<file path="src/rtl/mme_pkg.sv">
// ---------------------------------------------------------------------------
// Montgomery exponentiation package
// Shared widths, sequencer states and control structures.
// ---------------------------------------------------------------------------
package mme_pkg;

  localparam int unsigned ModWidth = 31;
  localparam int unsigned ExpWidth = 31;
  localparam int unsigned InWidth  = 31;
  // The accumulator holds values below 2M, so one guard bit is enough.
  localparam int unsigned AccWidth = ModWidth + 1;
  localparam int unsigned CntWidth = $clog2(2 * ModWidth + 2);

  typedef enum logic [3:0] {
    ST_IDLE,
    ST_CONST,
    ST_REDUCE,
    ST_PM,
    ST_ZM,
    ST_ZMUL,
    ST_ZOUT,
    ST_PSQ,
    ST_POUT,
    ST_DONE
  } mme_state_e;

  // Control handed from the sequencer to the cell row.
  typedef struct packed {
    logic start;   // load operand A, clear the accumulator
    logic shift;   // run one Montgomery iteration
  } mme_row_ctrl_t;

endpackage

</file>
<file path="src/rtl/mme_cell.sv">
// ---------------------------------------------------------------------------
// Montgomery cell
// One bit slice of the accumulator: adds a bit of B, a bit of M and the two
// carries, then passes its sum bit to the right-hand neighbour as the shift.
// ---------------------------------------------------------------------------
module mme_cell
  import mme_pkg::*;
(
  input  logic clk_i,
  input  logic rst_ni,
  input  logic clear_i,
  input  logic en_i,
  input  logic a_bit_i,
  input  logic q_bit_i,
  input  logic b_bit_i,
  input  logic m_bit_i,
  input  logic carry_i,
  input  logic mcarry_i,
  input  logic left_sum_i,
  output logic sum_o,
  output logic carry_o,
  output logic mcarry_o,
  output logic acc_o
);

  logic acc_q, acc_d;
  logic s1, ab, qm;

  // Two full adders: the accumulator bit plus the selected B bit, then M
  // when q is set. Each adder keeps its own carry chain.
  always_comb begin
    ab       = a_bit_i & b_bit_i;
    qm       = q_bit_i & m_bit_i;
    s1       = acc_q ^ ab ^ carry_i;
    carry_o  = (acc_q & ab) | (acc_q & carry_i) | (ab & carry_i);
    sum_o    = s1 ^ qm ^ mcarry_i;
    mcarry_o = (s1 & qm) | (s1 & mcarry_i) | (qm & mcarry_i);
    acc_d    = acc_q;
    if (clear_i) begin
      acc_d = 1'b0;
    end else if (en_i) begin
      acc_d = left_sum_i;
    end
  end

  always_ff @(posedge clk_i or negedge rst_ni) begin
    if (!rst_ni) begin
      acc_q <= 1'b0;
    end else begin
      acc_q <= acc_d;
    end
  end

  assign acc_o = acc_q;

endmodule

</file>
<file path="src/rtl/mme_row.sv">
// ---------------------------------------------------------------------------
// Montgomery cell row
// A row of cells that computes A*B*R^-1 mod M one bit of A per cycle while shift is set.
// ---------------------------------------------------------------------------
module mme_row
  import mme_pkg::*;
(
  input  logic                clk_i,
  input  logic                rst_ni,
  input  mme_row_ctrl_t       ctrl_i,
  input  logic [ModWidth-1:0] a_i,
  input  logic [ModWidth-1:0] b_i,
  input  logic [ModWidth-1:0] m_i,
  output logic [ModWidth-1:0] res_o
);

  logic [ModWidth-1:0] a_q, a_d;
  logic [AccWidth-1:0] sum, acc;
  logic [AccWidth:0]   carry;
  logic [AccWidth:0]   mcarry;
  logic [AccWidth-1:0] bx, mx;
  logic                q_bit;
  logic [AccWidth:0]   diff;

  assign bx = {1'b0, b_i};
  assign mx = {1'b0, m_i};
  // Parity of acc + a0*B decides whether M is added.
  assign q_bit = acc[0] ^ (a_q[0] & b_i[0]);
  assign carry[0]  = 1'b0;
  assign mcarry[0] = 1'b0;

  // Operand A shifts right, one bit consumed each iteration.
  always_comb begin
    a_d = a_q;
    if (ctrl_i.start) begin
      a_d = a_i;
    end else if (ctrl_i.shift) begin
      a_d = a_q >> 1;
    end
  end

  always_ff @(posedge clk_i) begin
    a_q <= a_d;
  end

  // Cell chain; the top cell takes the final carry as its shifted-in bit.
  // The full sum stays below 4M, so at most one of the two carries is set.
  for (genvar g = 0; g < AccWidth; g++) begin : g_cell
    logic left;
    if (g == AccWidth - 1) begin : g_top
      assign left = carry[AccWidth] | mcarry[AccWidth];
    end else begin : g_mid
      assign left = sum[g+1];
    end
    mme_cell u_cell (
      .clk_i      (clk_i),
      .rst_ni     (rst_ni),
      .clear_i    (ctrl_i.start),
      .en_i       (ctrl_i.shift),
      .a_bit_i    (a_q[0]),
      .q_bit_i    (q_bit),
      .b_bit_i    (bx[g]),
      .m_bit_i    (mx[g]),
      .carry_i    (carry[g]),
      .mcarry_i   (mcarry[g]),
      .left_sum_i (left),
      .sum_o      (sum[g]),
      .carry_o    (carry[g+1]),
      .mcarry_o   (mcarry[g+1]),
      .acc_o      (acc[g])
    );
  end

  // Final conditional subtraction of M.
  always_comb begin
    diff  = {1'b0, acc} - {2'b00, m_i};
    res_o = diff[AccWidth] ? acc[ModWidth-1:0] : diff[ModWidth-1:0];
  end

endmodule

</file>
<file path="src/rtl/mme_seq.sv">
// ---------------------------------------------------------------------------
// Exponentiation sequencer
// Runs the R^2 constant computation, base reduction and the right-to-left
// exponent scan, issuing products to the cell row.
// ---------------------------------------------------------------------------
module mme_seq
  import mme_pkg::*;
(
  input  logic                clk_i,
  input  logic                rst_ni,
  input  logic                cfg_we_i,
  input  logic [ModWidth-1:0] cfg_data_i,
  input  logic                in_valid_i,
  output logic                in_stall_o,
  input  logic [InWidth-1:0]  base_i,
  input  logic [InWidth-1:0]  exponent_i,
  output logic                out_valid_o,
  input  logic                out_stall_i,
  output logic [InWidth-1:0]  power_mod_o,
  output mme_row_ctrl_t       row_ctrl_o,
  output logic [ModWidth-1:0] row_a_o,
  output logic [ModWidth-1:0] row_b_o,
  output logic [ModWidth-1:0] row_m_o,
  input  logic [ModWidth-1:0] row_res_i
);

  mme_state_e state_q, state_d;
  logic [ModWidth-1:0] mod_q, mod_d;
  logic [ModWidth-1:0] r2_q, r2_d;
  logic [ModWidth-1:0] p_q, p_d, pm_q, pm_d, z_q, z_d;
  logic [ExpWidth-1:0] e_q, e_d;
  logic [InWidth:0]    rem_q, rem_d;
  logic [CntWidth-1:0] cnt_q, cnt_d;
  logic [CntWidth-1:0] nbits_q, nbits_d;
  logic                busy_q, busy_d;
  logic                const_q, const_d;
  logic [ModWidth-1:0] one_m;
  logic [ModWidth:0]   dbl;
  logic [ModWidth:0]   dsub;
  logic [InWidth:0]    rsub;
  logic [InWidth:0]    mshift;
  logic                out_valid_q, out_valid_d;
  logic [InWidth-1:0]  out_q, out_d;
  logic                mul_done;
  logic [CntWidth-1:0] bitlen;

  assign one_m = (mod_q == ModWidth'(1)) ? '0 : ModWidth'(1);

  // Bit length of the modulus.
  always_comb begin
    bitlen = '0;
    for (int i = 0; i < ModWidth; i++) begin
      if (mod_q[i]) begin
        bitlen = CntWidth'(i + 1);
      end
    end
  end

  // Doubling step of the R^2 computation.
  assign dbl  = {r2_q, 1'b0};
  assign dsub = dbl - {1'b0, mod_q};
  // Restoring step of the base reduction: the modulus shifted left by cnt_q
  // is subtracted if it fits.
  assign mshift = {1'b0, mod_q} << cnt_q;
  assign rsub   = rem_q - mshift;

  assign mul_done = (cnt_q == nbits_q);
  assign row_m_o  = mod_q;
  assign in_stall_o  = busy_q;
  assign out_valid_o = out_valid_q;
  assign power_mod_o = out_q;

  always_ff @(posedge clk_i or negedge rst_ni) begin
    if (!rst_ni) begin
      state_q     <= ST_CONST;
      mod_q       <= ModWidth'(3);
      busy_q      <= 1'b1;
      const_q     <= 1'b1;
      out_valid_q <= 1'b0;
      cnt_q       <= '0;
      nbits_q     <= '0;
    end else begin
      state_q     <= state_d;
      mod_q       <= mod_d;
      busy_q      <= busy_d;
      const_q     <= const_d;
      out_valid_q <= out_valid_d;
      cnt_q       <= cnt_d;
      nbits_q     <= nbits_d;
    end
  end

  always_ff @(posedge clk_i) begin
    r2_q  <= r2_d;
    p_q   <= p_d;
    pm_q  <= pm_d;
    z_q   <= z_d;
    e_q   <= e_d;
    rem_q <= rem_d;
    out_q <= out_d;
  end

  // Next state and datapath control.
  always_comb begin
    state_d     = state_q;
    mod_d       = mod_q;
    r2_d        = r2_q;
    p_d         = p_q;
    pm_d        = pm_q;
    z_d         = z_q;
    e_d         = e_q;
    rem_d       = rem_q;
    cnt_d       = cnt_q;
    nbits_d     = nbits_q;
    busy_d      = busy_q;
    const_d     = const_q;
    out_valid_d = out_valid_q;
    out_d       = out_q;
    row_ctrl_o  = '0;
    row_a_o     = p_q;
    row_b_o     = r2_q;

    if (out_valid_q && !out_stall_i) begin
      out_valid_d = 1'b0;
    end

    unique case (state_q)
      ST_IDLE: begin
        if (in_valid_i && !busy_q) begin
          busy_d  = 1'b1;
          rem_d   = {1'b0, base_i};
          e_d     = exponent_i[ExpWidth-1:0];
          z_d     = one_m;
          cnt_d   = CntWidth'(InWidth - 1);
          state_d = ST_REDUCE;
        end
      end
      ST_CONST: begin
        if (const_q) begin
          const_d = 1'b0;
          r2_d    = one_m;
          nbits_d = bitlen;
          cnt_d   = '0;
        end else if (cnt_q == CntWidth'(2 * nbits_q)) begin
          busy_d  = 1'b0;
          state_d = ST_IDLE;
        end else begin
          r2_d  = dsub[ModWidth] ? dbl[ModWidth-1:0] : dsub[ModWidth-1:0];
          cnt_d = cnt_q + CntWidth'(1);
        end
      end
      ST_REDUCE: begin
        // One quotient bit per cycle, most significant first.
        if (rem_q >= mshift && (mshift >> cnt_q) == {1'b0, mod_q}) begin
          rem_d = rsub;
        end
        if (cnt_q == '0) begin
          p_d = rem_d[ModWidth-1:0];
          state_d = (e_q == '0) ? ST_DONE : ST_PM;
          cnt_d = '0;
          row_ctrl_o.start = 1'b0;
        end else begin
          cnt_d = cnt_q - CntWidth'(1);
        end
      end
      ST_PM, ST_ZM, ST_ZMUL, ST_ZOUT, ST_PSQ, ST_POUT: begin
        unique case (state_q)
          ST_PM:   begin row_a_o = p_q;  row_b_o = r2_q; end
          ST_ZM:   begin row_a_o = z_q;  row_b_o = r2_q; end
          ST_ZMUL: begin row_a_o = z_q;  row_b_o = pm_q; end
          ST_ZOUT: begin row_a_o = z_q;  row_b_o = one_m; end
          ST_PSQ:  begin row_a_o = pm_q; row_b_o = pm_q; end
          default: begin row_a_o = p_q;  row_b_o = one_m; end
        endcase
        if (cnt_q == '0) begin
          row_ctrl_o.start = 1'b1;
          cnt_d = CntWidth'(1);
        end else if (!mul_done || cnt_q == '0) begin
          row_ctrl_o.shift = 1'b1;
          cnt_d = cnt_q + CntWidth'(1);
        end else begin
          row_ctrl_o.shift = 1'b1;
          cnt_d = '0;
        end
        if (cnt_q == nbits_q + CntWidth'(1)) begin
          row_ctrl_o = '0;
          cnt_d = '0;
          unique case (state_q)
            ST_PM: begin
              pm_d = row_res_i;
              state_d = e_q[0] ? ST_ZM : ST_PSQ;
            end
            ST_ZM:   begin z_d = row_res_i; state_d = ST_ZMUL; end
            ST_ZMUL: begin z_d = row_res_i; state_d = ST_ZOUT; end
            ST_ZOUT: begin z_d = row_res_i; state_d = ST_PSQ; end
            ST_PSQ:  begin p_d = row_res_i; state_d = ST_POUT; end
            default: begin
              p_d = row_res_i;
              e_d = e_q >> 1;
              if ((e_q >> 1) == '0) begin
                state_d = ST_DONE;
              end else begin
                state_d = ST_PM;
              end
            end
          endcase
        end else if (cnt_q == nbits_q) begin
          row_ctrl_o.shift = 1'b1;
          cnt_d = cnt_q + CntWidth'(1);
        end
      end
      ST_DONE: begin
        if (busy_q) begin
          if (!out_valid_q || !out_stall_i) begin
            out_valid_d = 1'b1;
            out_d = InWidth'(z_q);
            busy_d = 1'b0;
            state_d = ST_IDLE;
          end
        end else begin
          state_d = ST_IDLE;
        end
      end
      default: state_d = ST_IDLE;
    endcase

    // A modulus write restarts the constant computation.
    if (cfg_we_i) begin
      mod_d   = cfg_data_i | ModWidth'(1);
      const_d = 1'b1;
      busy_d  = 1'b1;
      state_d = ST_CONST;
    end
  end

endmodule

</file>
<file path="src/rtl/montgomery_modular_exponentiation.sv">
// ---------------------------------------------------------------------------
// Montgomery modular exponentiation
// Computes base^exponent mod M with a bit-serial Montgomery cell row.
// ---------------------------------------------------------------------------
// One word first has its base reduced, then for each exponent bit up to the
// highest set one, three or six Montgomery products run on the cell row. The
// shared cell row is the limit: one product at a time, one bit of A per cycle.
// After reset and after each modulus write the block computes R^2 mod M, with
// input stalled.
module montgomery_modular_exponentiation
  import mme_pkg::*;
(
  input  logic                clk_i,
  input  logic                rst_ni,
  input  logic                cfg_we_i,
  input  logic [ModWidth-1:0] cfg_data_i,
  input  logic                in_valid_i,
  output logic                in_stall_o,
  input  logic [InWidth-1:0]  base_i,
  input  logic [InWidth-1:0]  exponent_i,
  output logic                out_valid_o,
  input  logic                out_stall_i,
  output logic [InWidth-1:0]  power_mod_o
);

  mme_row_ctrl_t       row_ctrl;
  logic [ModWidth-1:0] row_a, row_b, row_m, row_res;

  // Sequencer.
  mme_seq u_seq (
    .clk_i       (clk_i),
    .rst_ni      (rst_ni),
    .cfg_we_i    (cfg_we_i),
    .cfg_data_i  (cfg_data_i),
    .in_valid_i  (in_valid_i),
    .in_stall_o  (in_stall_o),
    .base_i      (base_i),
    .exponent_i  (exponent_i),
    .out_valid_o (out_valid_o),
    .out_stall_i (out_stall_i),
    .power_mod_o (power_mod_o),
    .row_ctrl_o  (row_ctrl),
    .row_a_o     (row_a),
    .row_b_o     (row_b),
    .row_m_o     (row_m),
    .row_res_i   (row_res)
  );

  // Montgomery cell row.
  mme_row u_row (
    .clk_i  (clk_i),
    .rst_ni (rst_ni),
    .ctrl_i (row_ctrl),
    .a_i    (row_a),
    .b_i    (row_b),
    .m_i    (row_m),
    .res_o  (row_res)
  );

endmodule

</file>
<file path="config.mk">
export PLATFORM = sky130hd
export DESIGN_NAME = montgomery_modular_exponentiation
export DESIGN_NICKNAME = d
export VERILOG_FILES = /design/src/rtl/mme_pkg.sv /design/src/rtl/mme_cell.sv /design/src/rtl/mme_row.sv /design/src/rtl/mme_seq.sv /design/src/rtl/montgomery_modular_exponentiation.sv
export SDC_FILE = /design/constraint.sdc
export NUM_CORES = 1
export LEC_CHECK = 0
export BUFFER_PORTS_ARGS = -buffer_cell sky130_fd_sc_hd__buf_2
export CORE_ASPECT_RATIO = 1.25
export CORE_MARGIN = 1
export CORE_UTILIZATION = 44
export DETAILED_ROUTE_END_ITERATION = 12
export GPL_TIMING_DRIVEN = 0
export MAX_ROUTING_LAYER = met4
export RECOVER_POWER = 25
export SLEW_MARGIN = 20
export SYNTH_ARGS = -nofsm -noshare
export SYNTH_HDL_FRONTEND = slang
export SYNTH_SLANG_ARGS = --single-unit
</file>
<file path="constraint.sdc">
create_clock -name clk_i -period 16.15 [get_ports clk_i]
set_clock_uncertainty 0.05 [all_clocks]
set_input_delay 3.23 -clock clk_i [delete_from_list [all_inputs] [get_ports clk_i]]
set_output_delay 3.23 -clock clk_i [all_outputs]
set_load 0.01 [all_outputs]
</file>
==> impl_metrics.json <==
{
  "outcome": "finished with violations",
  "failed_checks": "capacitance limit, slew limit",
  "multi_input_area_sq_um": 15100,
  "totalWireLength_mm": 121,
  "ys.flop_type": "edfxtp_1",
  "die_area_sq_um": 59800,
  "clockRootBuffer": "clkbuf_16",
  "slew_viol_final": 96,
  "syn_avg_cell_area_sq_um": 9.01,
  "post-place-ws_ns": -0.235,
  "critical_path.slowest_cell": "dfrtp_4",
  "power_density_nw_per_um2": 249,
  "ir_drop_mv": 0.141,
  "cts_buffers": 37,
  "yosys.cell_types.count": 97,
  "area_growth_pct": 12.3,
  "synth_cells": 2874,
  "post-route-period-util_pct": 97.1,
  "ios": 131,
  "grt_pass1_vias": 24500,
  "finalPower_mw": 7.26,
  "core-area_sq_um": 58200,
  "rows": 99,
  "criticalPathCategory": "reg2reg",
  "timing.fmax_mhz": 63.8,
  "p_leak_nw": 12.1,
  "critPathLaunchType": "flip-flop",
  "drtPass1Iterations": 8,
  "syn_nets": 3133,
  "die_h_um": 273,
  "cts_tree": "done",
  "cts.path.max_buffers": 3,
  "synth-edff-count": 249,
  "vias": 24900,
  "cp.arrival_ns": 16.07,
  "route.detailed.drc": 0,
  "syn_area_sq_um": 25900,
  "min_from": "u_seq.z_q[6]",
  "clk_pin_slew_ns": 0.06,
  "antenna_found_initial": 5,
  "p_sw_mw": 3.85,
  "yosysWarnings": 0,
  "synth_top_cell_by_area": "edfxtp_1",
  "fin_ws_ns": 0.469,
  "min-delay-path-class": "reg2reg",
  "p_clk_share_pct": 12.8,
  "p_int_mw": 3.40,
  "drt-initial-drc-count": 3008,
  "place_congestion": 1.05,
  "synth_common_cells": "512 x nand2_1, 249 x edfxtp_1, 234 x a21oi_1",
  "r2r-start": "u_seq.row_m_o[22]",
  "fin_crit_ns": 15.68,
  "fin_nets": 3304,
  "synthArstFlopShare_pct": 24.3,
  "port_buffers": 128,
  "yosysSeqAreaShare_pct": 36.6,
  "cap_violations": 3,
  "grt_max_degree": 54,
  "path_max_fanout": 10,
  "p_seq_share_pct": 19.9,
  "placed_area_sq_um": 27800,
  "synth_top_area_share_pct": 28.9,
  "slew_headroom_pct": -107,
  "clock-sinks": 329,
  "slowest_delay_ns": 0.58,
  "finalSetupViolCount": 0,
  "worstPathRequired_ns": 16.54,
  "grt_util_all_layers_pct": 41.6,
  "synth_area_leaders": "edfxtp_1 29%, nand2_1 7.4%, dfrtp_1 7.3%",
  "insertion_delay_ns": 0.59,
  "p_comb_share_pct": 67.3,
  "htree_levels": 2,
  "worst_path_most_repeated_cell": "fa_1",
  "final.setup.tns_ns": 0,
  "wire_per_inst_um": 31.6,
  "dp_hpwl_mm": 94.1,
  "seqCellArea_sq_um": 9510,
  "finalHoldViolCount": 0,
  "vias_per_cell": 6.50,
  "yosysMostFrequentCell": "nand2_1",
  "hold_buffers": 0,
  "antenna_left": 0,
  "synth-seq-cells": 329,
  "design_area_sq_um": 29100,
  "fillers": 5516,
  "end_kind": "flip-flop",
  "drive_above_1_share_pct": 11.8,
  "placed_cells": 3774,
  "overflow": 0,
  "startpoint": "u_seq.row_m_o[22]",
  "die_w_um": 219,
  "worst_pin_slew_ns": 3.10,
  "start_util_pct": 44.5,
  "switching_share_pct": 53.1,
  "stdcell_count": 3834,
  "grt_pass1_wl_mm": 171
}
final cells by class:
| class | count | area share (%) |
|---|---|---|
| antenna | 4 | 0.0344 |
| buffer | 167 | 2.74 |
| clock buffer | 38 | 3.20 |
| clock inverter | 29 | 1.32 |
| inverter | 144 | 1.91 |
| multi-input combinational | 2212 | 51.8 |
| sequential | 329 | 32.7 |
| tap | 757 | 3.26 |
| timing repair buffer | 154 | 3.04 |
power by group through the flow:
stage               Clock, mW  Sequential (mW)  Combinational (mW)
finish                  0.929             1.45                4.88
global route            0.959             1.45                5.23
CTS                     0.933             1.41                4.78
detailed placement          0             1.43                4.74
global placement            0             1.43                4.66
floorplan                   0             1.34                3.16
flip-flops by register name, indices dropped and copies added (netlist names):
register	count
u_row.g_cell.u_cell.acc_o	32
u_seq.rem_q	32
u_row.a_q	31
u_seq.e_q	31
u_seq.p_q	31
u_seq.pm_q	31
u_seq.power_mod_o	31
u_seq.r2_q	31
u_seq.z_q	31
u_seq.row_m_o	30
u_seq.cnt_q	6
u_seq.nbits_q	5
u_seq.state_q	4
u_seq.const_q	1
u_seq.in_stall_o	1
u_seq.out_valid_o	1
timing repair:
action | 4_1_cts | 5_1_grt
setup buffers | 0 | 11
setup endpoints to repair | 1 | 3
pin swaps | 0 | 0
gates resized for setup | 0 | 24
worst max-delay path, delay by kind of cell (launching register included):
kind	cells	cell delay, ns
buf+inv	5	0.54
flops	1	0.58
fa+ha+maj	33	13.08
compound gates	2	0.26
simple gates	7	1.02
cell families after synthesis:
group                      after synthesis  synth area share (%)
and+or+nand+nor                        977                  16.9
xor gates and xnor gates                93                  3.15
AOI/OAI and AO/OA                      812                  20.1
adders and majority gates              161                  9.60
DFF                                    329                  36.6
buffers and inverters                  333                  5.47
muxes                                  169                  8.09
final timing paths:
kind                                                  to  slack [ns]  depth (start not counted)
min in group asynchronous  u_row.g_cell[19].u_cell.acc_o        3.62                          1
max reg2reg                u_row.g_cell[30].u_cell.acc_o        0.47                         47
min                                 u_seq.power_mod_o[6]        0.41                          0
min reg2reg                         u_seq.power_mod_o[6]        0.41                          0
max in group asynchronous   u_row.g_cell[4].u_cell.acc_o        9.66                          2
max                        u_row.g_cell[30].u_cell.acc_o        0.47                         47
metal layers:
layer	up-vias	global-route usage, %	share of wire, %
li1	10800	-	-
met1	12300	46.6	36
met2	1434	66.4	47
met3	463	6.76	7.5
met4	0	31.6	9.5
met5	-	-	0
layout by cell type (no fill, tap or decap), types with 40 or more instances in the layout:
master / count
fa_1: 63
nor2b_1: 40
nand3_1: 50
mux2i_1: 108
buf_2: 138
a21oi_1: 232
clkbuf_1: 126
dfrtp_1: 64
a21o_1: 51
nor2_1: 162
o21ai_0: 165
nand2_1: 511
xnor2_1: 56
ha_1: 98
inv_1: 136
edfxtp_1: 249
through the flow:
stage / utilization (%) / hold WS, ns
after floorplan: - / 0.376
after global placement: 47.2 / 0.404
after detailed placement: 47.7 / 0.389
after CTS: 50.0 / 0.407
after global routing: 50.0 / 0.420
final: 50.0 / 0.408
Note: power is estimated with default switching activity, not from simulation.
